===== src/design/asst_pkg.sv =====
package asst_pkg;

    typedef enum logic [2:0] {
        ST_IDLE         = 3'd0,
        ST_HOLD         = 3'd1,
        ST_DWELL        = 3'd2,
        ST_ACTIVE       = 3'd3,
        ST_FORCE_ACTIVE = 3'd4
    } status_t;

    typedef enum logic [2:0] {
        CFG_FIXED_THRESHOLD  = 3'd0,
        CFG_MARGIN_ENABLE    = 3'd1,
        CFG_NOISE_MARGIN     = 3'd2,
        CFG_DWELL_MS         = 3'd3,
        CFG_HOLD             = 3'd4,
        CFG_FORCE_ACTIVE     = 3'd5,
        CFG_DEBOUNCE_MS      = 3'd6,
        CFG_REPORT_PERIOD_MS = 3'd7
    } cfg_index_t;

    typedef enum logic {
        CMD_RSSI_UPDATE = 1'b0,
        CMD_STATUS_POLL = 1'b1
    } command_t;

    localparam logic signed [15:0] FIXED_THRESHOLD_RESET  = -16'sd7680;
    localparam logic signed [15:0] NOISE_MARGIN_RESET     = 16'sd1280;
    localparam logic [15:0]        DEBOUNCE_MS_RESET      = 16'd200;
    localparam logic [15:0]        REPORT_PERIOD_MS_RESET = 16'd1000;

    typedef struct packed {
        logic               command;
        logic [31:0]        timestamp_ms;
        logic signed [15:0] rssi;
        logic               raw_unmuted;
    } sample_t;

    typedef struct packed {
        logic [2:0]         status;
        logic               report;
        logic               stable_unmuted;
        logic signed [15:0] effective_threshold;
        logic               threshold_changed;
        logic signed [15:0] noise_floor;
        logic               noise_floor_valid;
        logic signed [15:0] last_rssi;
    } result_t;

    typedef struct packed {
        cfg_index_t  index;
        logic [31:0] data;
    } cfg_write_t;

    // Noise floor as seen after the current transaction.
    typedef struct packed {
        logic               valid;
        logic signed [15:0] value;
    } floor_view_t;

endpackage


===== src/design/asst_sample_if.sv =====
interface asst_sample_if;
    logic              valid;
    logic              ready;
    asst_pkg::sample_t item;

    modport source (output valid, output item, input ready);
    modport sink   (input valid, input item, output ready);
endinterface


===== src/design/asst_result_if.sv =====
interface asst_result_if;
    logic              valid;
    logic              ready;
    asst_pkg::result_t item;

    modport source (output valid, output item, input ready);
    modport sink   (input valid, input item, output ready);
endinterface


===== src/design/asst_cfg_if.sv =====
interface asst_cfg_if;
    logic                 valid;
    logic                 ready;
    asst_pkg::cfg_write_t item;

    modport source (output valid, output item, input ready);
    modport sink   (input valid, input item, output ready);
endinterface


===== src/design/asst_floor.sv =====
module asst_floor #(
    parameter int NOISE_ALPHA_SHIFT = 4,
    parameter int FLOOR_FRAC_BITS   = 8
) (
    input  logic                      clk,
    input  logic                      rst_n,
    input  logic                      load,
    input  logic signed [15:0]        rssi,
    output asst_pkg::floor_view_t     view
);
    localparam int ACC_W = 16 + FLOOR_FRAC_BITS;

    logic signed [ACC_W-1:0] accum_reg;
    logic signed [ACC_W-1:0] accum_next;
    logic                    valid_reg;
    logic                    valid_next;
    logic signed [ACC_W-1:0] target;
    logic signed [ACC_W:0]   diff;
    logic signed [ACC_W:0]   delta;
    logic signed [ACC_W:0]   sum;

    assign target = ACC_W'(rssi) <<< FLOOR_FRAC_BITS;
    assign diff   = (ACC_W+1)'(target) - (ACC_W+1)'(accum_reg);
    // Arithmetic shift rounds toward minus infinity, so the average never overshoots.
    assign delta  = diff >>> NOISE_ALPHA_SHIFT;
    assign sum    = (ACC_W+1)'(accum_reg) + delta;

    always_comb
    begin
        accum_next = accum_reg;
        valid_next = valid_reg;
        if (load)
        begin
            valid_next = 1'b1;
            accum_next = valid_reg ? sum[ACC_W-1:0] : target;
        end
    end

    always_ff @(posedge clk or negedge rst_n)
    begin
        if (!rst_n)
        begin
            accum_reg <= '0;
            valid_reg <= 1'b0;
        end
        else
        begin
            accum_reg <= accum_next;
            valid_reg <= valid_next;
        end
    end

    assign view.valid = valid_next;
    assign view.value = valid_next ? accum_next[ACC_W-1:FLOOR_FRAC_BITS] : 16'sd0;
endmodule


===== src/design/adaptive_squelch_status_tracker.sv =====
// Squelch supervisor for one radio channel. Every accepted sample transaction
// (RSSI update or status poll) produces exactly one result transaction. An
// item is registered in the input register on acceptance, evaluated against
// the channel state once the result register is empty or being read, and
// written to the result register; the result passes through the input and
// result registers. The state update is combinational, so the block takes one
// item per clock while results are read. The input register can take a new sample
// while a result waits, as long as it is empty. The configuration port is always
// ready and should be written only while no transaction is in flight.
module adaptive_squelch_status_tracker #(
    parameter int NOISE_ALPHA_SHIFT = 4,
    parameter int FLOOR_FRAC_BITS   = 8
) (
    input  logic          clk,
    input  logic          rst_n,
    asst_sample_if.sink   sample,
    asst_result_if.source result,
    asst_cfg_if.sink      cfg
);
    // Configuration registers
    logic signed [15:0] fixed_threshold_reg;
    logic               margin_enable_reg;
    logic signed [15:0] noise_margin_reg;
    logic [31:0]        dwell_ms_reg;
    logic               hold_reg;
    logic               force_active_reg;
    logic [15:0]        debounce_ms_reg;
    logic [15:0]        report_period_ms_reg;

    // Channel state
    logic               active_flag_reg;
    logic [31:0]        last_active_time_reg;
    logic               seen_active_reg;
    logic               raw_prev_reg;
    logic [31:0]        raw_changed_time_reg;
    logic               stable_state_reg;
    logic [2:0]         last_report_status_reg;
    logic               report_valid_reg;
    logic [31:0]        last_report_time_reg;
    logic signed [15:0] pushed_threshold_reg;
    logic               pushed_valid_reg;
    logic signed [15:0] rssi_reg;

    logic               active_flag_next;
    logic [31:0]        last_active_time_next;
    logic               seen_active_next;
    logic               raw_prev_next;
    logic [31:0]        raw_changed_time_next;
    logic               stable_state_next;
    logic [2:0]         last_report_status_next;
    logic               report_valid_next;
    logic [31:0]        last_report_time_next;
    logic signed [15:0] pushed_threshold_next;
    logic               pushed_valid_next;
    logic signed [15:0] rssi_next;

    // Pipeline registers
    asst_pkg::sample_t  smp_reg;
    logic               smp_valid_reg;
    asst_pkg::result_t  res_reg;
    asst_pkg::result_t  res_next;
    logic               res_valid_reg;

    logic                  advance;
    logic                  is_poll;
    logic [31:0]           now;
    asst_pkg::floor_view_t floor_view;
    logic                  adaptive;
    logic signed [16:0]    thr_sum;
    logic signed [15:0]    thr_adaptive;
    logic signed [15:0]    thr;
    asst_pkg::status_t     status;
    logic                  changed;
    logic                  report;
    logic                  diff_status;
    logic                  periodic;

    assign advance      = smp_valid_reg && (!res_valid_reg || result.ready);
    assign sample.ready = !smp_valid_reg || advance;
    assign cfg.ready    = 1'b1;
    assign is_poll      = (smp_reg.command == asst_pkg::CMD_STATUS_POLL);
    assign now          = smp_reg.timestamp_ms;

    asst_floor #(
        .NOISE_ALPHA_SHIFT (NOISE_ALPHA_SHIFT),
        .FLOOR_FRAC_BITS   (FLOOR_FRAC_BITS)
    ) u_floor (
        .clk   (clk),
        .rst_n (rst_n),
        .load  (advance && !is_poll && !active_flag_reg),
        .rssi  (smp_reg.rssi),
        .view  (floor_view)
    );

    assign adaptive = margin_enable_reg && floor_view.valid;
    assign thr_sum  = 17'(floor_view.value) + 17'(noise_margin_reg);

    always_comb
    begin
        if (thr_sum[16] != thr_sum[15])
            thr_adaptive = thr_sum[16] ? -16'sd32768 : 16'sd32767;
        else
            thr_adaptive = thr_sum[15:0];
    end

    assign thr = adaptive ? thr_adaptive : fixed_threshold_reg;

    always_comb
    begin
        active_flag_next        = active_flag_reg;
        last_active_time_next   = last_active_time_reg;
        seen_active_next        = seen_active_reg;
        raw_prev_next           = raw_prev_reg;
        raw_changed_time_next   = raw_changed_time_reg;
        stable_state_next       = stable_state_reg;
        last_report_status_next = last_report_status_reg;
        report_valid_next       = report_valid_reg;
        last_report_time_next   = last_report_time_reg;
        pushed_threshold_next   = pushed_threshold_reg;
        pushed_valid_next       = pushed_valid_reg;
        rssi_next               = rssi_reg;
        changed                 = 1'b0;
        report                  = 1'b0;
        diff_status             = 1'b0;
        periodic                = 1'b0;
        status                  = report_valid_reg ? asst_pkg::status_t'(last_report_status_reg)
                                                   : asst_pkg::ST_IDLE;

        if (!is_poll)
        begin
            rssi_next = smp_reg.rssi;
        end
        else
        begin
            if (adaptive && (!pushed_valid_reg || pushed_threshold_reg != thr))
            begin
                pushed_threshold_next = thr;
                pushed_valid_next     = 1'b1;
                changed               = 1'b1;
            end

            if (smp_reg.raw_unmuted != raw_prev_reg)
            begin
                raw_prev_next         = smp_reg.raw_unmuted;
                raw_changed_time_next = now;
            end
            if (smp_reg.raw_unmuted != stable_state_reg
                && (now - raw_changed_time_next) >= 32'(debounce_ms_reg))
                stable_state_next = smp_reg.raw_unmuted;

            status = hold_reg ? asst_pkg::ST_HOLD : asst_pkg::ST_IDLE;
            if (stable_state_next)
            begin
                active_flag_next      = 1'b1;
                last_active_time_next = now;
                seen_active_next      = 1'b1;
                status = force_active_reg ? asst_pkg::ST_FORCE_ACTIVE : asst_pkg::ST_ACTIVE;
            end
            else
            begin
                active_flag_next = 1'b0;
                if (seen_active_reg && (now - last_active_time_reg) < dwell_ms_reg)
                    status = asst_pkg::ST_DWELL;
            end

            diff_status = !report_valid_reg || last_report_status_reg != status;
            periodic    = status != asst_pkg::ST_IDLE
                          && (now - last_report_time_reg) > 32'(report_period_ms_reg);
            if (diff_status || periodic)
            begin
                last_report_time_next   = now;
                last_report_status_next = status;
                report_valid_next       = 1'b1;
                report                  = 1'b1;
            end
        end

        res_next.status              = status;
        res_next.report              = report;
        res_next.stable_unmuted      = stable_state_next;
        res_next.effective_threshold = thr;
        res_next.threshold_changed   = changed;
        res_next.noise_floor         = floor_view.value;
        res_next.noise_floor_valid   = floor_view.valid;
        res_next.last_rssi           = rssi_next;
    end

    always_ff @(posedge clk or negedge rst_n)
    begin
        if (!rst_n)
        begin
            fixed_threshold_reg  <= asst_pkg::FIXED_THRESHOLD_RESET;
            margin_enable_reg    <= 1'b0;
            noise_margin_reg     <= asst_pkg::NOISE_MARGIN_RESET;
            dwell_ms_reg         <= '0;
            hold_reg             <= 1'b0;
            force_active_reg     <= 1'b0;
            debounce_ms_reg      <= asst_pkg::DEBOUNCE_MS_RESET;
            report_period_ms_reg <= asst_pkg::REPORT_PERIOD_MS_RESET;
        end
        else if (cfg.valid)
        begin
            case (cfg.item.index)
                asst_pkg::CFG_FIXED_THRESHOLD:  fixed_threshold_reg  <= cfg.item.data[15:0];
                asst_pkg::CFG_MARGIN_ENABLE:    margin_enable_reg    <= cfg.item.data[0];
                asst_pkg::CFG_NOISE_MARGIN:     noise_margin_reg     <= cfg.item.data[15:0];
                asst_pkg::CFG_DWELL_MS:         dwell_ms_reg         <= cfg.item.data;
                asst_pkg::CFG_HOLD:             hold_reg             <= cfg.item.data[0];
                asst_pkg::CFG_FORCE_ACTIVE:     force_active_reg     <= cfg.item.data[0];
                asst_pkg::CFG_DEBOUNCE_MS:      debounce_ms_reg      <= cfg.item.data[15:0];
                asst_pkg::CFG_REPORT_PERIOD_MS: report_period_ms_reg <= cfg.item.data[15:0];
                default: ;
            endcase
        end
    end

    always_ff @(posedge clk or negedge rst_n)
    begin
        if (!rst_n)
        begin
            active_flag_reg        <= 1'b0;
            last_active_time_reg   <= '0;
            seen_active_reg        <= 1'b0;
            raw_prev_reg           <= 1'b0;
            raw_changed_time_reg   <= '0;
            stable_state_reg       <= 1'b0;
            last_report_status_reg <= '0;
            report_valid_reg       <= 1'b0;
            last_report_time_reg   <= '0;
            pushed_threshold_reg   <= '0;
            pushed_valid_reg       <= 1'b0;
            rssi_reg               <= '0;
        end
        else if (advance)
        begin
            active_flag_reg        <= active_flag_next;
            last_active_time_reg   <= last_active_time_next;
            seen_active_reg        <= seen_active_next;
            raw_prev_reg           <= raw_prev_next;
            raw_changed_time_reg   <= raw_changed_time_next;
            stable_state_reg       <= stable_state_next;
            last_report_status_reg <= last_report_status_next;
            report_valid_reg       <= report_valid_next;
            last_report_time_reg   <= last_report_time_next;
            pushed_threshold_reg   <= pushed_threshold_next;
            pushed_valid_reg       <= pushed_valid_next;
            rssi_reg               <= rssi_next;
        end
    end

    always_ff @(posedge clk or negedge rst_n)
    begin
        if (!rst_n)
        begin
            smp_valid_reg <= 1'b0;
            res_valid_reg <= 1'b0;
        end
        else
        begin
            if (sample.ready)
                smp_valid_reg <= sample.valid;
            if (advance)
                res_valid_reg <= 1'b1;
            else if (result.ready)
                res_valid_reg <= 1'b0;
        end
    end

    always_ff @(posedge clk)
    begin
        if (sample.valid && sample.ready)
            smp_reg <= sample.item;
        if (advance)
            res_reg <= res_next;
    end

    assign result.valid = res_valid_reg;
    assign result.item  = res_reg;
endmodule

===== src/flat_wrapper.sv =====
// flat-port wrapper written by rule: the top's interface ports become plain ports
module adaptive_squelch_status_tracker_flat 
#(
    parameter int NOISE_ALPHA_SHIFT = 4,
    parameter int FLOOR_FRAC_BITS   = 8
)
  (clk, rst_n, sample_valid, sample_item, sample_ready, result_valid, result_item, result_ready, cfg_valid, cfg_item, cfg_ready);
  asst_sample_if sample_i ();
  asst_result_if result_i ();
  asst_cfg_if cfg_i ();
  input  logic clk;
  input  logic rst_n;
  input wire logic [$bits(sample_i.valid)-1:0] sample_valid;
  input wire logic [$bits(sample_i.item)-1:0] sample_item;
  output wire logic [$bits(sample_i.ready)-1:0] sample_ready;
  output wire logic [$bits(result_i.valid)-1:0] result_valid;
  output wire logic [$bits(result_i.item)-1:0] result_item;
  input wire logic [$bits(result_i.ready)-1:0] result_ready;
  input wire logic [$bits(cfg_i.valid)-1:0] cfg_valid;
  input wire logic [$bits(cfg_i.item)-1:0] cfg_item;
  output wire logic [$bits(cfg_i.ready)-1:0] cfg_ready;
  assign sample_i.valid = sample_valid;
  assign sample_i.item = sample_item;
  assign sample_ready = sample_i.ready;
  assign result_valid = result_i.valid;
  assign result_item = result_i.item;
  assign result_i.ready = result_ready;
  assign cfg_i.valid = cfg_valid;
  assign cfg_i.item = cfg_item;
  assign cfg_ready = cfg_i.ready;
  adaptive_squelch_status_tracker #(.NOISE_ALPHA_SHIFT(NOISE_ALPHA_SHIFT), .FLOOR_FRAC_BITS(FLOOR_FRAC_BITS)) u_core (.clk(clk), .rst_n(rst_n), .sample(sample_i), .result(result_i), .cfg(cfg_i));
endmodule

===== config.mk =====
export PLATFORM = sky130hd
export DESIGN_NAME = adaptive_squelch_status_tracker_flat
export DESIGN_NICKNAME = d
export VERILOG_FILES = /design/src/design/asst_pkg.sv /design/src/design/asst_sample_if.sv /design/src/design/asst_result_if.sv /design/src/design/asst_cfg_if.sv /design/src/design/asst_floor.sv /design/src/design/adaptive_squelch_status_tracker.sv /design/src/flat_wrapper.sv
export SDC_FILE = /design/constraint.sdc
export NUM_CORES = 1
export LEC_CHECK = 0
export CORE_MARGIN = 1
export CORE_UTILIZATION = 45
export DETAILED_ROUTE_END_ITERATION = 6
export DONT_BUFFER_PORTS = 1
export GPL_TIMING_DRIVEN = 0
export PLACE_DENSITY = 0.62
export RECOVER_POWER = 50
export SYNTH_ARGS = -nofsm -noshare
export SYNTH_HDL_FRONTEND = slang
export SYNTH_SLANG_ARGS = --single-unit

===== constraint.sdc =====
create_clock -name clk -period 7.3 [get_ports clk]
set_clock_uncertainty 0.15 [all_clocks]
set_input_delay 0 -clock clk [delete_from_list [all_inputs] [get_ports clk]]
set_output_delay 0 -clock clk [all_outputs]
set_load 0.05 [all_outputs]

==> metrics.md <==
| Metric | Value |
|---|---|
| Maximum count of clock buffers along a single path | 3 |
| Number of vias after detailed routing | 19898 |
| Maximum number of pins on one net before global-route repair | 264 |
| Power share of the clock group | 16.6% |
| Cell types with the largest area share after synthesis | dfrtp_1, edfxtp_1, ha_1 |
| Worst rel slew slack | -126% |
| Cell type with the highest aggregate area in the netlist | dfrtp_1 |
| Arrival @ worst endpoint | 8120 ps |
| Count of pins over their slew limit | 266 |
| Global-route wire length before repair | 109000 microns |
| Slew at the pin closest to its max-slew limit | 3390 ps |
| Slowest stage cell on the critical path | or4_4 |
| Combinational power share | 58.8% |
| Count of clock tree sinks | 368 |
| Total iterations of the first detailed-routing run | 5 |
| Post-Place Worst Slack | -1700 ps |
| Routed WL per cell | 20.2 microns |
| Switching Share | 43.4% |
| Dpl cell area | 25500 sq um |
| Hold Worst Slack | -2.35 ps |
| DP HPWL | 50700 microns |
| Critical path origin | u_core.u_floor.accum_reg[0] |
| Master cell of the clock root buffer | clkbuf_16 |
| Core ar. | 53700 sq um |
| Std-Cell Rows | 85 |
| Static power due to leakage | 13.3 nW |
| Data required time of the worst path | 7600 ps |
| EDFF count, synth | 105 |
| Post-route setup TNS | -8390 ps |
| Most frequently used cell type in the post-synthesis netlist | dfrtp_1 |
| Commonest register cell after synthesis | dfrtp_1 |
| Inserted Clock Buffers | 44 |
| # Max-Cap Violations | 2 |
| Result of the run | complete, but fails checks |
| Worst R2R Start | u_core.u_floor.accum_reg[0] |
| Antenna Nets Post-Route | 0 |
| Post-synth top cells | dfrtp_1, ha_1, inv_1 |
| Internal power | 0.00797 W |
| Area of the die | 55300 sq um |
| P_sw | 0.00611 W |
| Power share of the sequential group | 24.6% |
| Type of destination of the critical path | register |
| Finished layout cell area | 30000 sq um |
| Number of nets in the synthesized netlist | 2763 |
| Flip-flop count of the largest register, all copies and words added | 55 |
| DRT Wirelength | 70000 microns |
| Register clock-pin slew on the reported worst setup and hold paths | 60 ps |
| Distinct cells, synth | 91 |
| Starting density of the core | 45.5% |
| Area fraction of the dominant cell type after synthesis | 25.4% |
| Fraction of synthesis flops using an asynchronous set or reset pin | 71.5% |
| Post-Synthesis Cells | 2455 |
| Maximum clock frequency | 128 MHz |
| Mapped cell area | 24500 sq um |
| Worst Slack Setup Final | -520 ps |
| PD cells | 470 nW/um^2 |
| Classification of the worst setup path | reg -> reg |
| Count of cells along the worst register-to-register path | 37 |
| Final Wtd Congestion | 0.911 |
| Area growth from synthesis to final layout | 22.6% |
| Portion of the post-synthesis area used by sequential elements | 39.9% |
| Worst supply voltage drop on vdd | 0.000242 V |
| Via count of the first global-routing pass | 19904 |
| Post-route fraction of the period consumed by the critical path | 107% |
| Share of layout cells above drive strength 1 | 18.2% |
| Iteration-0 DRC Markers | 1129 |
| Number of nets in the finished design | 3038 |
| Final number of setup-violating endpoints | 18 |
| Top-level I/O count | 148 |
| Total GRT Usage | 25.0% |
| CTS tree | yes |
| Placed cell count | 3152 |
| Vias per inst | 5.74 |
| Type of the tightest min-delay check | in -> reg |
| Worst Setup Start Kind | register |
| Largest stage delay on the critical path | 590 ps |
| Hold-critical path depth | 2 |
| Remaining design rule violation count | 0 |
| Number of warning messages in the yosys log | 0 |
| Minimum clock period after layout | 7820 ps |
| Insertion delay to the later sink of the worst-skew pair | 580 ps |
| Post-layout power | 0.0141 W |
| H-tree depth reported by CTS | 2 |
| Final-report hold violation count | 1 |
| Final standard cell count with taps included and fillers excluded | 3465 |
| Count of buffers from port buffering | 0 |
| Peak fanout along the critical path | 8 |
| Number of storage elements in the synthesis netlist | 368 |
| Avg Inst Size Synth | 9.96 sq um |
| Width of the die | 235 microns |
| RSZ-0062 raised after global routing | true |
| Number of antenna violations at the first check in global routing | 3 |
| Launch instance of the worst min-delay path | cfg_item[33] |
| Die span in y | 235 microns |
| Critical path's most frequent cell | nor2_1 |
| Gr ovfl total | 0 |
| Failing checks | hold timing, capacitance limit, slew limit, setup timing |
## worst paths after layout
kind | to | slack, ps
min in group asynchronous | u_core.rssi_reg[9] | 1470
worst max register to register | u_core.pushed_threshold_reg[10] | -520
worst max-delay path | u_core.pushed_threshold_reg[10] | -520
worst min register to register | u_core.seen_active_reg | 330
worst min-delay path | u_core.dwell_ms_reg[0] | -2
max in group asynchronous | u_core.last_report_time_reg[24] | 880
## critical path, delay by kind of cell, from the launching register on
kind                       cells  cell delay (ps)
AOI/OAI and AO/OA             16             3460
and+or+nand+nor               12             1970
buffers and inverters          4              570
muxes                          2              500
adders and majority gates      2              480
DFF                            1              400
xor gates and xnor gates       1              130
## cell usage in the layout, fill, tap and decap left out, types with 11 or more instances in the layout
cell           instances
clkbuf_1              65
edfxtp_1             105
inv_1                209
o21a_1                31
nor2_1                97
xor2_1                28
o21bai_1              12
dlygate4sd3_1        159
nand4_1               30
o21ai_1               11
o211ai_1              17
dfstp_2               15
mux2_2               141
nand2_1              196
a21oi_2               13
and2_1                18
mux2i_1               51
a31oi_1               16
o31ai_1               12
nand2b_1              31
ha_1                 202
and3_1                21
nor3_1                42
a211oi_1              17
or2_2                 11
clkbuf_16             47
a21oi_1              143
mux2_4                41
o21ai_0              150
nand3_1               31
nor2b_1               23
a21o_1                77
buf_4                 63
dfrtp_1              248
xnor2_1               87
## per-layer routing
metal	wire, microns	share of wire [%]	global-route usage (%)	vias up
met5	13	0.019	0	-
met3	3040	4.3	3.26	151
li1	-	-	-	9434
met1	30800	44	32.0	9787
met2	33600	48	42.8	524
met4	2590	3.7	9.57	2
## area by class of cell
type,count,area [sq um]
Antenna cell,3,7.51
Buffer,70,367
Clock buffer,66,1330
Clock inverter,16,215
Fill cell,4550,23700
Inverter,212,798
Multi-Input combinational cell,1802,14400
Sequential cell,368,9750
Tap cell,696,871
Timing Repair Buffer,232,2220
## stage by stage
| stage | util, % | hold WS, ps |
|---|---|---|
| 6_report | 55.8 | -2.35 |
| 5_1_grt | 55.8 | 30.7 |
| 3_5_place_dp | 47.6 | -423 |
| 3_3_place_gp | 47.5 | -425 |
| 4_1_cts | 54.7 | 14.7 |
| 2_1_floorplan | - | -446 |
## power groups by stage
stage	Combinational, W	Clock, W	Sequential [W]
finish	0.00828	0.00234	0.00346
global route	0.00907	0.00247	0.00352
CTS	0.00770	0.00239	0.00344
detailed placement	0.00695	0	0.00347
global placement	0.00680	0	0.00345
floorplan	0.00543	0	0.00332
## repair_timing
item                                    4_1_cts  5_1_grt
resized for setup                            80       73
hold buffers                                159        1
endpoints found under the hold margin       475       31
cloned                                        0        0
setup buffers                                38       32
pin swaps                                    48       64
endpoints found under the setup margin      103       96
## logic make-up after synthesis
family          Yosys count  synth area share, %
simple gates            591                 12.0
compound gates          637                 16.8
xor+xnor                122                 4.37
buf+inv                 285                 4.68
other cells               1               0.0153
flops                   368                 39.9
mux                     233                 10.9
fa+ha+maj               218                 11.3
No activity file was read; power rests on OpenSTA's default activity.
